--- src/design/reoss_pkg.sv ---
// Shared types and constants for the rank error order statistic set.
package reoss_pkg;

    localparam int KEY_W  = 64;
    localparam int CNT_W  = 32;
    localparam int SUM_W  = 64;

    localparam logic OP_PUSH = 1'b0;
    localparam logic OP_POP  = 1'b1;

    localparam logic [KEY_W-1:0] NEVER_POPPED = '1;

    // Commands from the controller to the datapath.
    typedef struct packed {
        logic clear;   // write an invalid entry at the sweep index
        logic load;    // capture the incoming word and clear the scan totals
        logic scan;    // read the store at the sweep index and advance
        logic rank;    // form the saturated rank from the scan totals
        logic finish;  // update store and statistics, load the output word
    } cmd_t;

    // Status from the datapath to the controller.
    typedef struct packed {
        logic in_never;  // incoming key marks an element that is never popped
        logic idx_last;  // sweep index sits on the last store entry
        logic out_free;  // output register can take a new word this cycle
    } sts_t;

endpackage

--- src/design/reoss_ctrl.sv ---
// Controller state machine: clearing pass, store scan and result sequencing.
module reoss_ctrl
(
    input  logic               clk,
    input  logic               rst_n,
    input  logic               in_valid,
    output logic               in_ready,
    input  reoss_pkg::sts_t    sts,
    output reoss_pkg::cmd_t    cmd
);

    typedef enum logic [2:0] {
        ST_CLEAR,
        ST_IDLE,
        ST_SCAN,
        ST_DRAIN,
        ST_RANK,
        ST_FINISH
    } state_t;

    state_t state_reg;
    state_t state_next;
    logic   accept;

    assign in_ready = (state_reg == ST_IDLE);
    assign accept   = in_valid && in_ready;

    always_comb
    begin
        cmd        = '0;
        state_next = state_reg;
        unique case (state_reg)
            ST_CLEAR:
            begin
                cmd.clear = 1'b1;
                if (sts.idx_last)
                begin
                    state_next = ST_IDLE;
                end
            end
            ST_IDLE:
            begin
                if (accept)
                begin
                    cmd.load   = 1'b1;
                    state_next = sts.in_never ? ST_FINISH : ST_SCAN;
                end
            end
            ST_SCAN:
            begin
                cmd.scan = 1'b1;
                if (sts.idx_last)
                begin
                    state_next = ST_DRAIN;
                end
            end
            ST_DRAIN:
            begin
                state_next = ST_RANK;
            end
            ST_RANK:
            begin
                cmd.rank   = 1'b1;
                state_next = ST_FINISH;
            end
            ST_FINISH:
            begin
                if (sts.out_free)
                begin
                    cmd.finish = 1'b1;
                    state_next = ST_IDLE;
                end
            end
            default:
            begin
                state_next = ST_IDLE;
            end
        endcase
    end

    always_ff @(posedge clk or negedge rst_n)
    begin
        if (!rst_n)
        begin
            state_reg <= ST_CLEAR;
        end
        else
        begin
            state_reg <= state_next;
        end
    end

endmodule

--- config.mk ---
export PLATFORM = sky130hd
export DESIGN_NAME = reoss_ctrl
export DESIGN_NICKNAME = d
export VERILOG_FILES = /design/src/design/reoss_pkg.sv /design/src/design/reoss_ctrl.sv
export SDC_FILE = /design/constraint.sdc
export NUM_CORES = 1
export LEC_CHECK = 0
export ABC_AREA = 1
export BUFFER_PORTS_ARGS = -buffer_cell sky130_fd_sc_hd__buf_2
export CORE_AREA = 8 8 45 47
export CTS_BUF_LIST = sky130_fd_sc_hd__clkbuf_8
export DETAILED_ROUTE_END_ITERATION = 7
export DIE_AREA = 0 0 53 55
export PLACE_DENSITY = 0.49
export SYNTH_ARGS = -nofsm -noshare
export SYNTH_HDL_FRONTEND = slang
export SYNTH_SLANG_ARGS = --single-unit
--- constraint.sdc ---
create_clock -name clk -period 1.6 [get_ports clk]
set_input_delay 0.16 -clock clk [delete_from_list [all_inputs] [get_ports clk]]
set_output_delay 0.16 -clock clk [all_outputs]
set_load 0.05 [all_outputs]
==> results.md <==
- Result of the run: finished clean
- Commonest non-fill, non-tap cell in the layout: sky130_fd_sc_hd__inv_1
- Number of violations reported at the end of detailed-routing iteration 0: 3
- HPWL reported at the end of detailed placement: 520 µm
- Full die area: 2920 µm²
- Number of iterations in the first detailed-routing pass: 4
- Routed via count: 274
- Clock tree from TritonCTS: done
- Setup repair after global routing missed its margin: no
- Wire length of the first global-routing pass: 1070 µm
- Starting density of the core: 16.9%
- Count of nets after finishing: 63
- Number of synthesized register bits: 3
- Post-synth top area cell: sky130_fd_sc_hd__dfrtp_1
- Floorplan Core Area: 1380 µm²
- Number of cells on the worst hold path: 4
- Setup slack on the worst flop-to-flop path: 480 ps
- Max Clock Freq: 699 MHz
- Setup-failing EPs final: 0
- Sequential-to-total area share from yosys stat: 32.1%
- Path type of the worst setup path: flip-flop to primary output
- Share of final-layout standard cells stronger than drive strength 1: 33.9%
- Site Rows: 14
- Data arrival, critical path: 1270 ps
- Final worst path period need: 1430 ps
- Crit-path leading delay family: flip-flops
- GRT overflow: 0
- Post-placement cell count: 67
- Source-to-sink clock delay at the later pin of the worst-skew pair: 210 ps
- Post-CTS setup-driven buffer insertion count: 0
- Actual slew at the worst max-slew pin: 252 ps
- Max reg flops: 3
- Worst setup path endpoint: cmd[3]
- Delay contributed by the slowest stage of the critical path: 430 ps
- Wirelength per Cell: 8.74 µm
- Critical Path Start Type: flip-flop
- Total clock buffers created by CTS: 3
- Fin. max-slew vios: 0
- Max-capacitance violation count: 0
- Post-CTS Hold Buffers: 1
- GRT Total Usage: 5.25%
- Power per Cell Area: 2380 nW/µm²
- Filler-free cell count of the finished design: 72
- Initial antenna violation count: 0
- Post-Syn Instances: 40
- Number of distinct library cells after synthesis: 11
- Static leakage: 0.243 nW
- Launching element of the worst setup path: state_reg[2]
- Number of buffers added on ports: 11
- Commonest cells after routing, fill and taps aside: 12 x sky130_fd_sc_hd__inv_1, 11 x sky130_fd_sc_hd__buf_2, 9 x sky130_fd_sc_hd__nand2_1
- Vert. Die Dim: 55 µm
- Average cell area after synthesis: 5.85 µm²
- Leading post-synthesis cells by cell area: sky130_fd_sc_hd__dfrtp_1 32%, sky130_fd_sc_hd__inv_1 18%, sky130_fd_sc_hd__nand2_1 14%
- Net count of the mapped netlist: 46
- Post-detailed-route DRC marker count: 0
- Worst reg2reg path endpoint: state_reg[0]
- Critical Path End Type: primary output
- Share of the synthesized area in the top cell type: 32.1%
- Critical-path top delay cell: sky130_fd_sc_hd__dfrtp_1
- Count of warnings emitted by yosys: 0
- Depth of the CTS H-tree: 1
- Worst slew slack as a fraction of its limit: 83.3%
- Cells traversed along the worst timing path: inv_1 > nand3_1 > nor2_1 > buf_2
- Routed wire length: 629 µm
- Hold_ws: 214 ps
- Final clock period utilization by the worst path: 89.4%
- Number of global-route vias before repair: 288
- Gp weighted congestion: 0.702
- Ant. Diodes: 0
- Maximum VDD drop: 0.656 mV
- Clock sink total: 3
- Vias per std cell: 3.81
- Count of buffer and inverter cells on the critical path: 2
- R2R Path Start: state_reg[2]
- Sum Neg Setup Slack: 0 ps
- Clock edge transition at the registers on the reported setup and hold paths: 30 ps
- Number of stages on the worst setup path: 4
- CP Max Fanout: 5
- Pin count of the biggest net entering global routing: 8
- Hold Violations, Final: 0
- Resized cells post-CTS: 0
- CP required: 1440 ps
- Root buffer cell: sky130_fd_sc_hd__clkbuf_8
- Class of the worst hold path: primary input to flip-flop
- Die W: 53 µm
- Area growth from synthesis to layout: 57.8%
- Count of boundary I/O pins: 12
- Clock tree buffer depth: 2
- Number of cells on the worst reg-to-reg path: 7
- Mapped Area: 234 µm²
- Post-Route Skew: 0.476 ps
- Antenna viol nets, final: 0
- Filler Cells Inserted: 161
[cells by family after synthesis]
| logic type | share of synthesized area, % |
|---|---|
| simple gates | 44.4 |
| buf+inv | 19.2 |
| flops | 32.1 |
| compound gates | 4.27 |
[cells in the mapped netlist]
cell type and instances:
sky130_fd_sc_hd__nand3_1 5, sky130_fd_sc_hd__inv_2 1, sky130_fd_sc_hd__nor2_1 4, sky130_fd_sc_hd__a21oi_1 1, sky130_fd_sc_hd__nor2_2 3, sky130_fd_sc_hd__o21ai_0 1
sky130_fd_sc_hd__nand4_1 1, sky130_fd_sc_hd__nand2_1 9, sky130_fd_sc_hd__nor3_1 1, sky130_fd_sc_hd__inv_1 11, sky130_fd_sc_hd__dfrtp_1 3
[per-layer routing]
metal	wire, µm	vias to the layer above	track usage, %
met5	0	-	0
met1	276	114	4.73
met2	277	8	8.01
li1	-	152	-
met4	0	0	6.47
met3	75	0	2.41
[area by class of cell]
class	count	area [µm²]	share of cell area [%]
clock inverters	1	3.75	1.02
well taps	16	20.0	5.42
repair buffers	12	65.1	17.6
clock buffers	3	41.3	11.2
flip-flops and latches	3	75.1	20.3
inverters	12	45.0	12.2
multi-input cells	25	119	32.2
[metrics by stage]
step | setup slack, ps | cell area [µm²] | util [%] | power (W)
after floorplan | 170 | 239 | - | 0.000562
after global placement | 412 | 314 | 22.7 | 0.000674
after detailed placement | 398 | 314 | 22.7 | 0.000674
after CTS | 165 | 369 | 26.7 | 0.000894
after global routing | 95.9 | 369 | 26.7 | 0.000957
final | 170 | 369 | 26.7 | 0.000879
[how the worst min path moves through the flow]
stage | start | end | slack [ps]
after global placement | rst_n | state_reg[2] | -40
after global routing | sts[1] | state_reg[1] | 240
after detailed placement | rst_n | state_reg[2] | -40
final | sts[1] | state_reg[1] | 210
after floorplan | rst_n | state_reg[0] | -140
after CTS | sts[1] | state_reg[1] | 210
[worst register-to-register path, delay by kind of cell (launching register included)]
kind	cells	cell delay, ps
buf+inv	2	130
flops	1	430
simple gates	5	450
[power breakdown]
group	leakage [nW]	switching [W]	total [W]	internal (W)
Combinational	0.180	0.000372	0.000501	0.000128
Clock	0.0269	0.0000475	0.000211	0.000163
Sequential	0.0365	0.0000558	0.000167	0.000112
Total	0.243	0.000476	0.000879	0.000403
Note: power is estimated with default switching activity, not from simulation.
